**src/hw/rtl/dewp_pkg.sv**
```systemverilog
`timescale 1ns / 1ps
`default_nettype none
// ----------------------------------------------------------------------------
// dewp_pkg
// Shared types, codes and constants of the detector event word parser.
// ----------------------------------------------------------------------------
package dewp_pkg;

    localparam int ADDRESS_BITS = 16;
    localparam int BOARD_SLOTS  = 16;
    localparam int BOARD_BITS   = $clog2(BOARD_SLOTS);

    typedef enum logic [1:0] {
        OP_DATA  = 2'd0,
        OP_CHAN  = 2'd1,
        OP_BOARD = 2'd2,
        OP_NONE  = 2'd3
    } opcode_t;

    typedef enum logic [1:0] {
        ST_OK     = 2'd0,
        ST_SCALAR = 2'd1,
        ST_ADDR   = 2'd2,
        ST_BADTYP = 2'd3
    } status_t;

    localparam logic [3:0] WT_HEADER  = 4'h8;
    localparam logic [3:0] WT_TRIGREQ = 4'h9;
    localparam logic [3:0] WT_TSLOW   = 4'hA;
    localparam logic [3:0] WT_TSHIGH  = 4'hB;
    localparam logic [3:0] WT_AUX0    = 4'hC;
    localparam logic [3:0] WT_AUX1    = 4'hD;
    localparam logic [3:0] WT_TRAILER = 4'hE;
    localparam logic [3:0] WT_BAD     = 4'hF;

    localparam logic [3:0]  DT_SCALAR    = 4'hF;
    localparam logic [3:0]  DT_SIGNED    = 4'd6;
    localparam logic [3:0]  DT_TRIG_LIM  = 4'd12;
    localparam logic [15:0] ADDR_NONE    = 16'hFFFF;
    localparam logic [31:0] TRAILER_ANY  = 32'hEFFFFFFF;

    typedef struct packed {
        logic [1:0]         opcode;
        logic [31:0]        word;
        logic [15:0]        table_index;
        logic signed [15:0] table_value;
    } in_t;

    typedef struct packed {
        logic [1:0]         status;
        logic [15:0]        address;
        logic signed [15:0] channel;
        logic [3:0]         data_type;
        logic [41:0]        timestamp;
        logic [13:0]        deadtime;
        logic [4:0]         pileup;
        logic signed [31:0] energy;
        logic [21:0]        cfd_time;
        logic [13:0]        trigger_accepted;
        logic signed [31:0] source_id;
        logic [3:0]         error_flags;
    } out_t;

    // data word on its way from the front end to the event stage
    typedef struct packed {
        logic        valid;
        logic [31:0] word;
        logic [15:0] address;
    } pipe_t;

    function automatic out_t rec_clear();
        out_t r;
        r           = '0;
        r.source_id = -32'sd1;
        return r;
    endfunction

endpackage
`default_nettype wire

```
**src/hw/rtl/dewp_event.sv**
```systemverilog
`timescale 1ns / 1ps
`default_nettype none
// ----------------------------------------------------------------------------
// dewp_event
// Per-event state, word decode and the result register.
// ----------------------------------------------------------------------------
module dewp_event (
    input  wire                   aclk,
    input  wire                   aresetn,
    input  dewp_pkg::pipe_t       pipe,
    input  wire [15:0]            chan_data,
    input  wire                   m_ready,
    output logic                  advance,
    output logic                  m_valid,
    output dewp_pkg::out_t        m_data
);

    dewp_pkg::out_t rec_reg, rec_next, emit_rec;
    logic [1:0]  wpos_reg, wpos_next;
    logic [3:0]  pcnt_reg, pcnt_next;
    logic        expm_reg, expm_next;
    logic [1:0]  drop_reg, drop_next;
    logic        scal_reg, scal_next;
    logic [27:0] treq_reg, treq_next;
    logic        emit_raw;
    logic        emit;
    logic        m_valid_reg;
    dewp_pkg::out_t m_data_reg;

    always_comb begin
        logic [31:0] w;
        logic [31:0] wm;
        logic [3:0]  wt;
        logic        done;
        logic [3:0]  pc;
        logic signed [15:0] ch;
        w         = pipe.word;
        wt        = w[31:28];
        wm        = w;
        done      = 1'b0;
        pc        = pcnt_reg;
        ch        = chan_data;
        rec_next  = rec_reg;
        wpos_next = wpos_reg;
        pcnt_next = pcnt_reg;
        expm_next = expm_reg;
        drop_next = drop_reg;
        scal_next = scal_reg;
        treq_next = treq_reg;
        emit_raw  = 1'b0;
        if (pipe.valid) begin
            if (drop_reg != dewp_pkg::ST_OK) begin
                emit_raw = (wt == dewp_pkg::WT_TRAILER);
            end else begin
                if (expm_reg) begin
                    expm_next = 1'b0;
                    if (!w[31]) begin
                        rec_next.source_id = w;
                        done = 1'b1;
                    end
                end
                if (!done) begin
                    if (wpos_reg == 2'd0 && !w[31]) begin
                        rec_next.error_flags[0] = 1'b1;
                    end
                    case (wt)
                        dewp_pkg::WT_HEADER: begin
                            if (wpos_reg != 2'd0) begin
                                rec_next.error_flags[0] = 1'b1;
                            end
                            pcnt_next          = '0;
                            rec_next.data_type = w[3:0];
                            rec_next.address   = pipe.address;
                            rec_next.channel   = ch;
                            if (w[3:0] != dewp_pkg::DT_SCALAR && ch[15] &&
                                pipe.address != dewp_pkg::ADDR_NONE) begin
                                rec_next.error_flags[1] = 1'b1;
                                drop_next = dewp_pkg::ST_ADDR;
                            end
                        end
                        dewp_pkg::WT_TRIGREQ: treq_next = w[27:0];
                        dewp_pkg::WT_TSLOW:   rec_next.timestamp = {14'd0, w[27:0]};
                        dewp_pkg::WT_TSHIGH: begin
                            rec_next.timestamp[41:28] = rec_reg.timestamp[41:28] | w[13:0];
                            rec_next.deadtime         = w[27:14];
                        end
                        dewp_pkg::WT_TRAILER: begin
                            rec_next.trigger_accepted = w[27:14];
                            if (rec_reg.data_type < dewp_pkg::DT_TRIG_LIM &&
                                w[13:0] != treq_reg[13:0] && w != dewp_pkg::TRAILER_ANY) begin
                                rec_next.error_flags[3] = 1'b1;
                            end
                            emit_raw = 1'b1;
                        end
                        dewp_pkg::WT_BAD: drop_next = dewp_pkg::ST_BADTYP;
                        dewp_pkg::WT_AUX0, dewp_pkg::WT_AUX1: ;
                        default: begin
                            if (rec_reg.data_type == dewp_pkg::DT_SCALAR) begin
                                if (rec_reg.address != dewp_pkg::ADDR_NONE) begin
                                    scal_next = 1'b1;
                                end
                            end else if (wpos_reg != 2'd3) begin
                                if (rec_reg.address != dewp_pkg::ADDR_NONE) begin
                                    rec_next.pileup = w[4:0];
                                    expm_next       = 1'b1;
                                end
                            end else begin
                                if (rec_reg.data_type == dewp_pkg::DT_SIGNED && w[29]) begin
                                    wm[31:30] = 2'b11;
                                end
                                if (pc < 4'd8) begin
                                    pc = pc + 4'd1;
                                end
                                pcnt_next = pc;
                                if (pc == 4'd1) begin
                                    rec_next.energy =
                                        (rec_reg.data_type == dewp_pkg::DT_SIGNED) ?
                                        wm : {7'd0, wm[24:0]};
                                end else if (pc == 4'd2) begin
                                    rec_next.cfd_time =
                                        (rec_reg.data_type == dewp_pkg::DT_SIGNED) ?
                                        {12'd0, wm[9:0]} : wm[21:0];
                                end else if (pc == 4'd8) begin
                                    rec_next.error_flags[2] = 1'b1;
                                end
                            end
                        end
                    endcase
                end
                if (wt != dewp_pkg::WT_TRAILER && wpos_reg != 2'd3) begin
                    wpos_next = wpos_reg + 2'd1;
                end
            end
        end
    end

    // hold only a closing beat that finds the result register still occupied
    assign advance = !(emit_raw && m_valid_reg && !m_ready);
    assign emit    = emit_raw && advance;

    always_comb begin
        emit_rec = rec_next;
        if (drop_next != dewp_pkg::ST_OK) begin
            emit_rec.status = drop_next;
        end else if (scal_next) begin
            emit_rec.status = dewp_pkg::ST_SCALAR;
        end else begin
            emit_rec.status = dewp_pkg::ST_OK;
        end
    end

    always_ff @(posedge aclk) begin
        if (!aresetn) begin
            rec_reg  <= dewp_pkg::rec_clear();
            wpos_reg <= '0;
            pcnt_reg <= '0;
            expm_reg <= 1'b0;
            drop_reg <= dewp_pkg::ST_OK;
            scal_reg <= 1'b0;
            treq_reg <= '0;
        end else if (emit) begin
            // trailer closes the event: return to the clean record
            rec_reg  <= dewp_pkg::rec_clear();
            wpos_reg <= '0;
            pcnt_reg <= '0;
            expm_reg <= 1'b0;
            drop_reg <= dewp_pkg::ST_OK;
            scal_reg <= 1'b0;
            treq_reg <= '0;
        end else if (advance) begin
            rec_reg  <= rec_next;
            wpos_reg <= wpos_next;
            pcnt_reg <= pcnt_next;
            expm_reg <= expm_next;
            drop_reg <= drop_next;
            scal_reg <= scal_next;
            treq_reg <= treq_next;
        end
    end

    always_ff @(posedge aclk) begin
        if (!aresetn) begin
            m_valid_reg <= 1'b0;
        end else if (emit) begin
            m_valid_reg <= 1'b1;
        end else if (m_ready) begin
            m_valid_reg <= 1'b0;
        end
    end

    always_ff @(posedge aclk) begin
        if (emit) begin
            m_data_reg <= emit_rec;
        end
    end

    assign m_valid = m_valid_reg;
    assign m_data  = m_data_reg;

endmodule
`default_nettype wire

```
**config.mk**
```make
export PLATFORM = sky130hd
export DESIGN_NAME = dewp_event
export DESIGN_NICKNAME = d
export VERILOG_FILES = /design/src/hw/rtl/dewp_pkg.sv /design/src/hw/rtl/dewp_event.sv
export SDC_FILE = /design/constraint.sdc
export NUM_CORES = 1
export LEC_CHECK = 0
export BUFFER_PORTS_ARGS = -buffer_cell sky130_fd_sc_hd__buf_2
export CORE_ASPECT_RATIO = 0.5
export CORE_MARGIN = 3
export CORE_UTILIZATION = 40
export DETAILED_ROUTE_END_ITERATION = 6
export HOLD_SLACK_MARGIN = 0.06
export PLACE_DENSITY = 0.58
export SLEW_MARGIN = 0
export SYNTH_ARGS = -nofsm -noshare
export SYNTH_HDL_FRONTEND = slang
export SYNTH_SLANG_ARGS = --single-unit
```
**constraint.sdc**
```tcl
create_clock -name aclk -period 14.6 [get_ports aclk]
set_input_delay 0.73 -clock aclk [delete_from_list [all_inputs] [get_ports aclk]]
set_output_delay 0.73 -clock aclk [all_outputs]
set_load 0.005 [all_outputs]
```
* Word level (Yosys, flattened, before mapping)
Cells that the tools add are included.
Word-level totals: flip-flop bits (word level) 429, input bits 68, output and inout port bits 205
Operators by class: add/sub/neg operators 2, order comparisons 2, eq/ne operators 22, multiplexer cells 72, bitwise logic cells 6, reduce and logical (&&, ||, !) cells 25
Operators with widths (number):
- $mux 201 | 2
- $mux 165 | 1
- $mux 32 | 4
- $mux 59 | 2
- $mux 22 | 3
- $mux 54 | 1
- $eq 4x4->1 const B | 10
- $mux 4 | 10
- $mux 36 | 1
- $mux 1 | 33
- $ne 16x16->1 const B | 2
- $ne 32x32->1 const B | 1
- $mux 14 | 2
- $mux 28 | 1
- $pmux 14 s2 | 1
- $mux 2 | 7
- $ne 14x14->1 | 1
- $or 14x14->14 | 1
- $logic_and 1x1->1 | 10
- $mux 5 | 2
- $lt 4x4->1 const B | 2
- $ne 4x4->1 const B | 2
- $pmux 4 s2 | 1
- $reduce_bool 2->1 | 4
- other kinds (18) | 25

* Depth between registers and ports, before layout
Gate-level depths: netlist (run 1).
word-level depth 18, mapped depth 8, gate-level depth less buffers 5

* Least setup slack after synthesis (run 1)
OpenSTA, ideal clock, no wires.
path type input-to-reg, from input pipe[46] (netlist bit), to register m_data_reg (netlist bit m_data[0]), enable pin, arrival time 9944 ps, slack 3887 ps, stages on the path 5, cells stage by stage clkbuf_1 > and4b_1 > clkbuf_1 > nand2_1 > nor2_1
On the way: longest elaborated chain between the ends 9
Ends and longest elaborated chain:
- from (decl) | line dewp_event.sv:10 | input dewp_pkg::pipe_t pipe,
- $eq 4x4->1 (*) | line dewp_event.sv:53, dewp_event.sv:66
- $mux 1 | line dewp_event.sv:66 | case (wt)
- $mux 1 | line dewp_event.sv:62 | if (!done) begin
- $mux 1 (*) | line dewp_event.sv:52 | if (drop_reg != dewp_pkg::ST_OK) begin
- $mux 1 (*) | line dewp_event.sv:51 | if (pipe.valid) begin
- $logic_and 1x1->1 (2 in a row) | line dewp_event.sv:138 | assign advance = !(emit_raw && m_valid_reg && !m_ready);
- $logic_not 1->1 | line dewp_event.sv:138
- $logic_and 1x1->1 (*) | line dewp_event.sv:139 | assign emit = emit_raw && advance;
- named net emit | line dewp_event.sv:26 | logic emit;
- to (signal assigned) | line dewp_event.sv:193 | m_data_reg <= emit_rec;
- to (decl) | line dewp_event.sv:28 | dewp_pkg::out_t m_data_reg;
Mark *: on every way through the listed nets, which the timed path passes. The rest lies on a longest branch. A chain may end at the register's enable or synchronous reset.

* Worst setup path in the final report (run 1)
from input pipe[47] (netlist bit), to register m_data_reg (netlist bit m_data[75]), enable pin
On the way: longest elaborated chain between the ends 11, elaborated cells on any way between the ends 13
Ends and longest elaborated chain:
- $mux 1 | line dewp_event.sv:57 | if (!w[31]) begin
- $mux 1 | line dewp_event.sv:55 | if (expm_reg) begin
- $mux 1 | line dewp_event.sv:52
- $mux 1 | line dewp_event.sv:51
- $mux 1 | line dewp_event.sv:62
- $mux 1 (*) | line dewp_event.sv:52
- $mux 1 (*) | line dewp_event.sv:51
- $logic_and 1x1->1 (2 in a row) | line dewp_event.sv:138
- $logic_not 1->1 | line dewp_event.sv:138
- $logic_and 1x1->1 (*) | line dewp_event.sv:139
- named net emit | line dewp_event.sv:26
Mark *: on every way through the listed nets, which the timed path passes. The rest lies on a longest branch. The select of a mux whose other input is x is not followed.

==> run_summary.xml, run 1 <==
<?xml version="1.0" encoding="UTF-8"?>
<metrics>
  <group name="status">
    <metric name="run_status" unit="">finished, final reports clean</metric>
  </group>
  <group name="sta">
    <metric name="max_slew.worst_pin.slew" unit="ns">1.32</metric>
    <metric name="rsz0062_at_grt" unit="">false</metric>
    <metric name="setup_total_negative_slack" unit="ns">0</metric>
    <metric name="layout_min_cycle_time" unit="ns">3.05</metric>
    <metric name="finalSetupViolCount" unit="">0</metric>
    <metric name="relSlewSlack" unit="">0.121</metric>
    <metric name="highest_clock_rate" unit="MHz">328</metric>
    <metric name="final.hold.worst_slack" unit="ns">0.456</metric>
    <metric name="slew_violations" unit="">0</metric>
    <metric name="finClkSkew" unit="ns">0.0234</metric>
    <metric name="portion_of_the_clock_cycle_consumed_by_the_worst_path_in_the_final_layout" unit="">0.209</metric>
    <metric name="timing.final.hold_violations" unit="">0</metric>
  </group>
  <group name="logic_synthesis">
    <metric name="post-synth-top-area-fraction" unit="">0.380</metric>
    <metric name="cell_area_after_synthesis" unit="sq um">16000</metric>
    <metric name="synth-main-ff-cell" unit="">dfxtp_1</metric>
    <metric name="syn_avg_cell_area" unit="sq um">12.6</metric>
    <metric name="asyncSetResetFlopFracSynth" unit="">0</metric>
    <metric name="synth.net_count" unit="">1339</metric>
    <metric name="synth_top_cell_by_area" unit="">edfxtp_1</metric>
    <metric name="yosys-top-cells-area" unit="">edfxtp_1, dfxtp_1, mux2_2, and2_1, o31ai_1</metric>
    <metric name="post_synth_inst_count" unit="">1268</metric>
    <metric name="ys_warn_count" unit="">0</metric>
    <metric name="synth_enable_flop_cells" unit="">203</metric>
    <metric name="synth_seq_area_share" unit="">0.662</metric>
    <metric name="yosysUniqueCellTypes" unit="">58</metric>
    <metric name="ys_seq_elements" unit="">429</metric>
  </group>
  <group name="detailed_routing">
    <metric name="drt-initial-drc-count" unit="">877</metric>
    <metric name="wl" unit="um">42200</metric>
    <metric name="drc_errors" unit="">0</metric>
    <metric name="avgRoutedWirePerCell" unit="um">20.5</metric>
    <metric name="vias_after_detailed_routing" unit="">10800</metric>
    <metric name="routed_via_density" unit="">5.23</metric>
    <metric name="drt-pass1-iter-count" unit="">5</metric>
    <metric name="ant_nets" unit="">0</metric>
  </group>
  <group name="final_layout">
    <metric name="final_nets" unit="">1567</metric>
    <metric name="layout_commonest_cell" unit="">buf_2</metric>
    <metric name="proportion_of_layout_cells_with_a_drive_suffix_above_1" unit="">0.306</metric>
    <metric name="layout.cells.most_common_list" unit="">buf_2, dfxtp_1, edfxtp_1, mux2_2, nand2_1</metric>
    <metric name="fill_cells" unit="">3480</metric>
    <metric name="area_growth_syn_to_layout" unit="%">19.5</metric>
    <metric name="largest_register_ff_count" unit="">203</metric>
  </group>
  <group name="critical_path">
    <metric name="cp_num_buf_inv" unit="">3</metric>
    <metric name="crit_top_cell" unit="">buf_4</metric>
    <metric name="timing.critical_path.cells" unit="">buf_2 &gt; and4b_1 &gt; nand2_1 &gt; nor2_4 &gt; buf_4 &gt; buf_4</metric>
    <metric name="worstSetupStartpointType" unit="">input pin</metric>
    <metric name="crit_required" unit="ns">14.76</metric>
    <metric name="cp_max_fo" unit="">73</metric>
    <metric name="worst_path_dominant_cell_family" unit="">buffers and inverters</metric>
    <metric name="worst_path_max_delay_cell" unit="">buf_4</metric>
    <metric name="critical_path.endpoint_type" unit="">flip-flop</metric>
    <metric name="cp_data_arrival_time" unit="ns">3.21</metric>
    <metric name="setup.worst_path.class" unit="">input pin to flip-flop</metric>
    <metric name="slowest_delay" unit="ns">0.84</metric>
  </group>
  <group name="power">
    <metric name="intPower" unit="W">0.00191</metric>
    <metric name="share_clk_of_total_power" unit="">0.435</metric>
    <metric name="power_per_cell_area" unit="nW/um^2">126</metric>
    <metric name="net-switching-power" unit="W">0.000512</metric>
    <metric name="static-leakage-power" unit="nW">7.56</metric>
    <metric name="p_sw_frac" unit="">0.211</metric>
    <metric name="comb_power_share" unit="">0.039</metric>
    <metric name="seq_power_share" unit="">0.526</metric>
    <metric name="ir_worst_vdd" unit="V">0.0000675</metric>
  </group>
  <group name="clocking">
    <metric name="cts.clk_slew.worst_paths" unit="ns">0.06</metric>
    <metric name="cts_resized" unit="">0</metric>
    <metric name="cts-root-to-sink-buffers" unit="">3</metric>
    <metric name="clock_sink_count" unit="">429</metric>
    <metric name="clock_tree.root_cell" unit="">clkbuf_16</metric>
    <metric name="cts.repair_timing.setup_buffer_count" unit="">0</metric>
    <metric name="cts-buffers-inserted" unit="">40</metric>
    <metric name="cts_htree_levels" unit="">2</metric>
    <metric name="ctsHoldBuffers" unit="">0</metric>
    <metric name="tritoncts_clock_tree" unit="">yes</metric>
    <metric name="worst_skew_pair.late_latency" unit="ns">0.54</metric>
  </group>
  <group name="grt">
    <metric name="grt_pass1_wl" unit="um">64500</metric>
    <metric name="grtUsageTotal" unit="">0.194</metric>
    <metric name="first_global_vias" unit="">11000</metric>
    <metric name="gr-total-overflow" unit="">0</metric>
    <metric name="grt_max_degree" unit="">93</metric>
    <metric name="grt_antenna_before_repair" unit="">4</metric>
  </group>
  <group name="place">
    <metric name="globalplace.congestion" unit="">0.858</metric>
    <metric name="post-dp-hpwl" unit="um">27600</metric>
    <metric name="port-buffer-count" unit="">272</metric>
  </group>
  <group name="floorplan">
    <metric name="design.die.area" unit="sq um">42700</metric>
    <metric name="floorplan.die.width" unit="um">289</metric>
    <metric name="core-area" unit="sq um">39200</metric>
    <metric name="starting_density" unit="">0.409</metric>
    <metric name="die_h" unit="um">148</metric>
    <metric name="io_pins" unit="">273</metric>
    <metric name="floorplan.rows" unit="">51</metric>
  </group>
  <group name="worst_hold_path">
    <metric name="hold_path.class" unit="">flip-flop to flip-flop</metric>
  </group>
  <group name="job">
    <metric name="timing.max_cap.violations" unit="">0</metric>
  </group>
</metrics>
-- cells in the mapped netlist, drive strengths merged, types with 21 or more instances --
master,number
nand2,84
clkbuf,80
edfxtp,203
mux2i,28
buf,21
a21oi,73
o31ai,51
and2,81
nand2b,35
dfxtp,226
mux2,110
nand4,56
nor2,68
-- metrics by stage --
stage / power, W / setup slack [ns] / instances / utilization / cell area (sq um)
6_report: 0.00242 / 11.55 / 2062 / 0.488 / 19200
3_3_place_gp: 0.00139 / 11.13 / 1984 / 0.454 / 17800
4_1_cts: 0.00245 / 11.57 / 2058 / 0.488 / 19200
3_5_place_dp: 0.00139 / 10.99 / 1984 / 0.454 / 17800
2_1_floorplan: 0.00135 / 3.89 / 1268 / - / 16000
5_1_grt: 0.00251 / 11.42 / 2062 / 0.488 / 19200
-- final cells by class --
cell class	count	area, sq um	share of cell area
Sequential cell	429	10600	0.554
Multi-Input combinational cell	718	4990	0.260
Timing Repair Buffer	287	1470	0.0769
Clock buffer	58	1160	0.0606
Tap cell	530	663	0.0346
Clock inverter	16	179	0.00933
Inverter	20	75.1	0.00392
Antenna cell	4	10.0	0.000522
-- worst reg2reg max path, delay by kind of cell, from the launching register on --
family	cells	cell delay, ns
AOI/OAI and AO/OA	1	0.98
and+or+nand+nor	3	0.95
DFF	1	0.41
adders and majority gates	1	0.32
-- per-layer routing --
layer | vias up | part of all wire | wire [um] | track usage
met4 | 0 | 0.028 | 1190 | 0.0629
met1 | 5389 | 0.43 | 18000 | 0.255
li1 | 5047 | - | - | -
met2 | 268 | 0.49 | 20800 | 0.325
met3 | 70 | 0.053 | 2260 | 0.0373
met5 | - | 0 | 0 | 0
-- logic make-up (layout without fill, tap and decap cells) --
group / after synthesis / in the layout / share of synthesized area
AO/OA/AOI/OAI: 177 / 177 / 0.0719
XOR/XNOR: 15 / 15 / 0.00819
adder cells (fa/ha/maj): 3 / 3 / 0.00234
buffers and inverters: 121 / 381 / 0.0298
flip-flops: 429 / 429 / 0.662
multiplexers: 138 / 138 / 0.0947
other: 0 / 4 / 0
AND/OR/NAND/NOR: 385 / 385 / 0.131
-- power groups by stage --
stage,Combinational (W),Sequential [W],Clock [W]
final,0.0000939,0.00127,0.00105
after global routing,0.000102,0.00127,0.00113
after CTS,0.0000942,0.00127,0.00108
after detailed placement,0.0000939,0.00130,0
after global placement,0.0000919,0.00130,0
after floorplan,0.0000488,0.00130,0
-- worst paths after layout --
check,startpoint,slack [ns],end,depth (start not counted)
max,pipe[47],11.55,m_data[75],6
min,rec_reg[1],0.46,rec_reg[1],1
max reg2reg,pcnt_reg[0],11.79,m_data[102],5
min reg2reg,rec_reg[1],0.46,rec_reg[1],1
Note: power is estimated with default switching activity, not from simulation.
==> run 2, diff against run 1 <==
--- a/config.mk
+++ b/config.mk
@@ -11,7 +11,7 @@
 export CORE_UTILIZATION = 40
 export DETAILED_ROUTE_END_ITERATION = 6
 export HOLD_SLACK_MARGIN = 0.06
-export PLACE_DENSITY = 0.58
+export PLACE_DENSITY = 0.6
 export SLEW_MARGIN = 0
 export SYNTH_ARGS = -nofsm -noshare
 export SYNTH_HDL_FRONTEND = slang
==> constraint.sdc (replaced) <==
create_clock -name aclk -period 2.49 [get_ports aclk]
set_input_delay 0.1245 -clock aclk [delete_from_list [all_inputs] [get_ports aclk]]
set_output_delay 0.1245 -clock aclk [all_outputs]
set_load 0.005 [all_outputs]
==> run 2 against run 1 <==
Against the previous run:
- final cell count up 4.1%
- highest routed layer unchanged
- utilization up 2.3 points
- worst hold slack worse by 0.39 ns
- critical path depth unchanged
- clock-buffer cell count up 4
- power rose to 5.8 times the previous value
- combinational power rose to 7.0 times the previous value
- cell area up 4.6%
==> run_summary.xml, run 2 (same netlist as run 1, synthesis figures left out) <==
<?xml version="1.0" encoding="UTF-8"?>
<metrics>
  <group name="sta">
    <metric name="timing.final.hold_violations" unit="">0</metric>
    <metric name="finClkSkew" unit="ns">0.0182</metric>
    <metric name="rsz0062_at_grt" unit="">false</metric>
    <metric name="final.hold.worst_slack" unit="ns">0.0611</metric>
    <metric name="relSlewSlack" unit="">0.523</metric>
    <metric name="max_slew.worst_pin.slew" unit="ns">0.708</metric>
    <metric name="layout_min_cycle_time" unit="ns">2.31</metric>
    <metric name="final.setup.worst_slack" unit="ns">0.177</metric>
    <metric name="finalSetupViolCount" unit="">0</metric>
    <metric name="highest_clock_rate" unit="MHz">432</metric>
    <metric name="slew_violations" unit="">0</metric>
    <metric name="portion_of_the_clock_cycle_consumed_by_the_worst_path_in_the_final_layout" unit="">0.929</metric>
  </group>
  <group name="critical_path">
    <metric name="cp_data_arrival_time" unit="ns">2.58</metric>
    <metric name="crit_required" unit="ns">2.76</metric>
    <metric name="critical_path.endpoint_type" unit="">flip-flop</metric>
    <metric name="cp_max_fo" unit="">12</metric>
    <metric name="worst_path_max_delay_cell" unit="">a211o_1</metric>
    <metric name="slowest_delay" unit="ns">0.46</metric>
    <metric name="setup.worst_path.class" unit="">flip-flop to flip-flop</metric>
    <metric name="timing.critical_path.cells" unit="">ha_1 &gt; or2_2 &gt; a211o_1 &gt; buf_4 &gt; o31ai_1 &gt; nand2_1</metric>
    <metric name="worstSetupStartpointType" unit="">flip-flop</metric>
  </group>
  <group name="final_layout">
    <metric name="layout_commonest_cell" unit="">buf_2</metric>
    <metric name="proportion_of_layout_cells_with_a_drive_suffix_above_1" unit="">0.305</metric>
    <metric name="largest_register_ff_count" unit="">203</metric>
    <metric name="layout.cells.most_common_list" unit="">buf_2, dfxtp_1, edfxtp_1, mux2_2, nand2_1</metric>
    <metric name="final_nets" unit="">1656</metric>
    <metric name="final_cell_area" unit="sq um">20100</metric>
    <metric name="area_growth_syn_to_layout" unit="%">25.1</metric>
  </group>
  <group name="clocking">
    <metric name="clock_sink_count" unit="">429</metric>
    <metric name="worst_skew_pair.late_latency" unit="ns">0.54</metric>
    <metric name="cts.repair_timing.setup_buffer_count" unit="">0</metric>
    <metric name="cts_htree_levels" unit="">2</metric>
    <metric name="cts-root-to-sink-buffers" unit="">3</metric>
    <metric name="clock_tree.root_cell" unit="">clkbuf_16</metric>
    <metric name="tritoncts_clock_tree" unit="">yes</metric>
    <metric name="cts.clk_slew.worst_paths" unit="ns">0.07</metric>
    <metric name="cts-buffers-inserted" unit="">40</metric>
  </group>
  <group name="place">
    <metric name="post-dp-hpwl" unit="um">28800</metric>
    <metric name="port-buffer-count" unit="">272</metric>
    <metric name="globalplace.congestion" unit="">0.831</metric>
    <metric name="detailed_place.area" unit="sq um">18200</metric>
    <metric name="placement.setup.worst_slack" unit="ns">0.204</metric>
  </group>
  <group name="floorplan">
    <metric name="die_h" unit="um">148</metric>
    <metric name="floorplan.rows" unit="">51</metric>
    <metric name="floorplan.die.width" unit="um">289</metric>
    <metric name="io_pins" unit="">273</metric>
    <metric name="core-area" unit="sq um">39200</metric>
    <metric name="design.die.area" unit="sq um">42700</metric>
    <metric name="starting_density" unit="">0.409</metric>
  </group>
  <group name="grt">
    <metric name="top_usage_layer" unit="">met2</metric>
    <metric name="first_global_vias" unit="">11200</metric>
    <metric name="grt_max_degree" unit="">78</metric>
    <metric name="use_met2" unit="">0.335</metric>
    <metric name="grt_pass1_wl" unit="um">65700</metric>
    <metric name="gr-total-overflow" unit="">0</metric>
    <metric name="grtUsageTotal" unit="">0.198</metric>
    <metric name="globalRouteMet3Util" unit="">0.0348</metric>
    <metric name="grt_antenna_before_repair" unit="">1</metric>
    <metric name="globalRouteMet1Util" unit="">0.265</metric>
  </group>
  <group name="power">
    <metric name="ir_worst_vdd" unit="V">0.000403</metric>
    <metric name="power_per_cell_area" unit="nW/um^2">706</metric>
    <metric name="static-leakage-power" unit="nW">7.96</metric>
  </group>
  <group name="detailed_routing">
    <metric name="drt-initial-drc-count" unit="">827</metric>
    <metric name="drt-pass1-iter-count" unit="">7</metric>
    <metric name="vias_after_detailed_routing" unit="">11200</metric>
    <metric name="routed_via_density" unit="">5.23</metric>
    <metric name="avgRoutedWirePerCell" unit="um">20.1</metric>
    <metric name="wl" unit="um">43100</metric>
    <metric name="ant_nets" unit="">0</metric>
    <metric name="drc_errors" unit="">0</metric>
  </group>
  <group name="status">
    <metric name="run_status" unit="">finished, final reports clean</metric>
  </group>
  <group name="worst_hold_path">
    <metric name="hold_path.class" unit="">input pin to flip-flop</metric>
  </group>
  <group name="job">
    <metric name="timing.max_cap.violations" unit="">0</metric>
  </group>
</metrics>
run 2: cell count changes in the layout (fill, tap and decap cells not counted), moves of 2 or more:
cell	before	now
buf_12	0	10
buf_4	15	33
clkbuf_1	11	14
clkbuf_8	5	7
clkinv_1	4	2
clkinv_2	5	2
clkinv_8	2	0
diode_2	4	2
dlygate4sd3_1	0	61
run 2: worst max-delay path, delay by kind of cell (launching register included):
family	cells	cell delay (ns)
AOI/OAI and AO/OA	2	0.76
and+or+nand+nor	2	0.43
DFF	1	0.35
adders and majority gates	1	0.25
buffers and inverters	1	0.25
run 2: final timing paths:
path                             startpoint      endpoint  slack [ns]  depth (start not counted)
worst max-delay path            pcnt_reg[1]    m_data[78]        0.18                          6
worst min-delay path               pipe[17]  rec_reg[105]        0.06                          3
worst min register to register   rec_reg[1]    rec_reg[1]        0.47                          1
worst max register to register  pcnt_reg[1]    m_data[78]        0.18                          6
run 2: routing by layer:
metal	wire length, um	up-vias
met2	21400	299
met1	18500	5622
met4	926	0
met3	2270	68
li1	-	5224
met5	0	-
run 2: timing repair:
action,CTS,global route
hold buffers,61,0
endpoints found under the setup margin,0,0
hold endpoints to repair,116,0
resized for setup,0,0
run 2: metrics by stage:
stage	total power (W)	instances	TNS (ns)	utilization
6_report	0.0142	2146	0	0.511
5_1_grt	0.0146	2145	0	0.511
4_1_cts	0.0143	2144	0	0.511
3_5_place_dp	0.00820	2012	0	0.463
3_3_place_gp	0.00819	2012	0	0.463
2_1_floorplan	0.00791	1268	-329.07	-
run 2: layout make-up:
class,instances,area [sq um]
fill,3403,19200
sequential,429,10600
multi-input combinational,718,4990
timing repair buffer,376,2420
clock buffer,62,1170
tap,530,663
clock inverter,9,101
inverter,20,75.1
antenna,2,5.00
run 2: where the power goes:
group	internal [W]	switching, W	total (W)	leakage [nW]
logic	0.000267	0.000388	0.000655	3.85
clock network	0.00346	0.00258	0.00604	0.616
registers	0.00744	0.0000300	0.00747	3.49
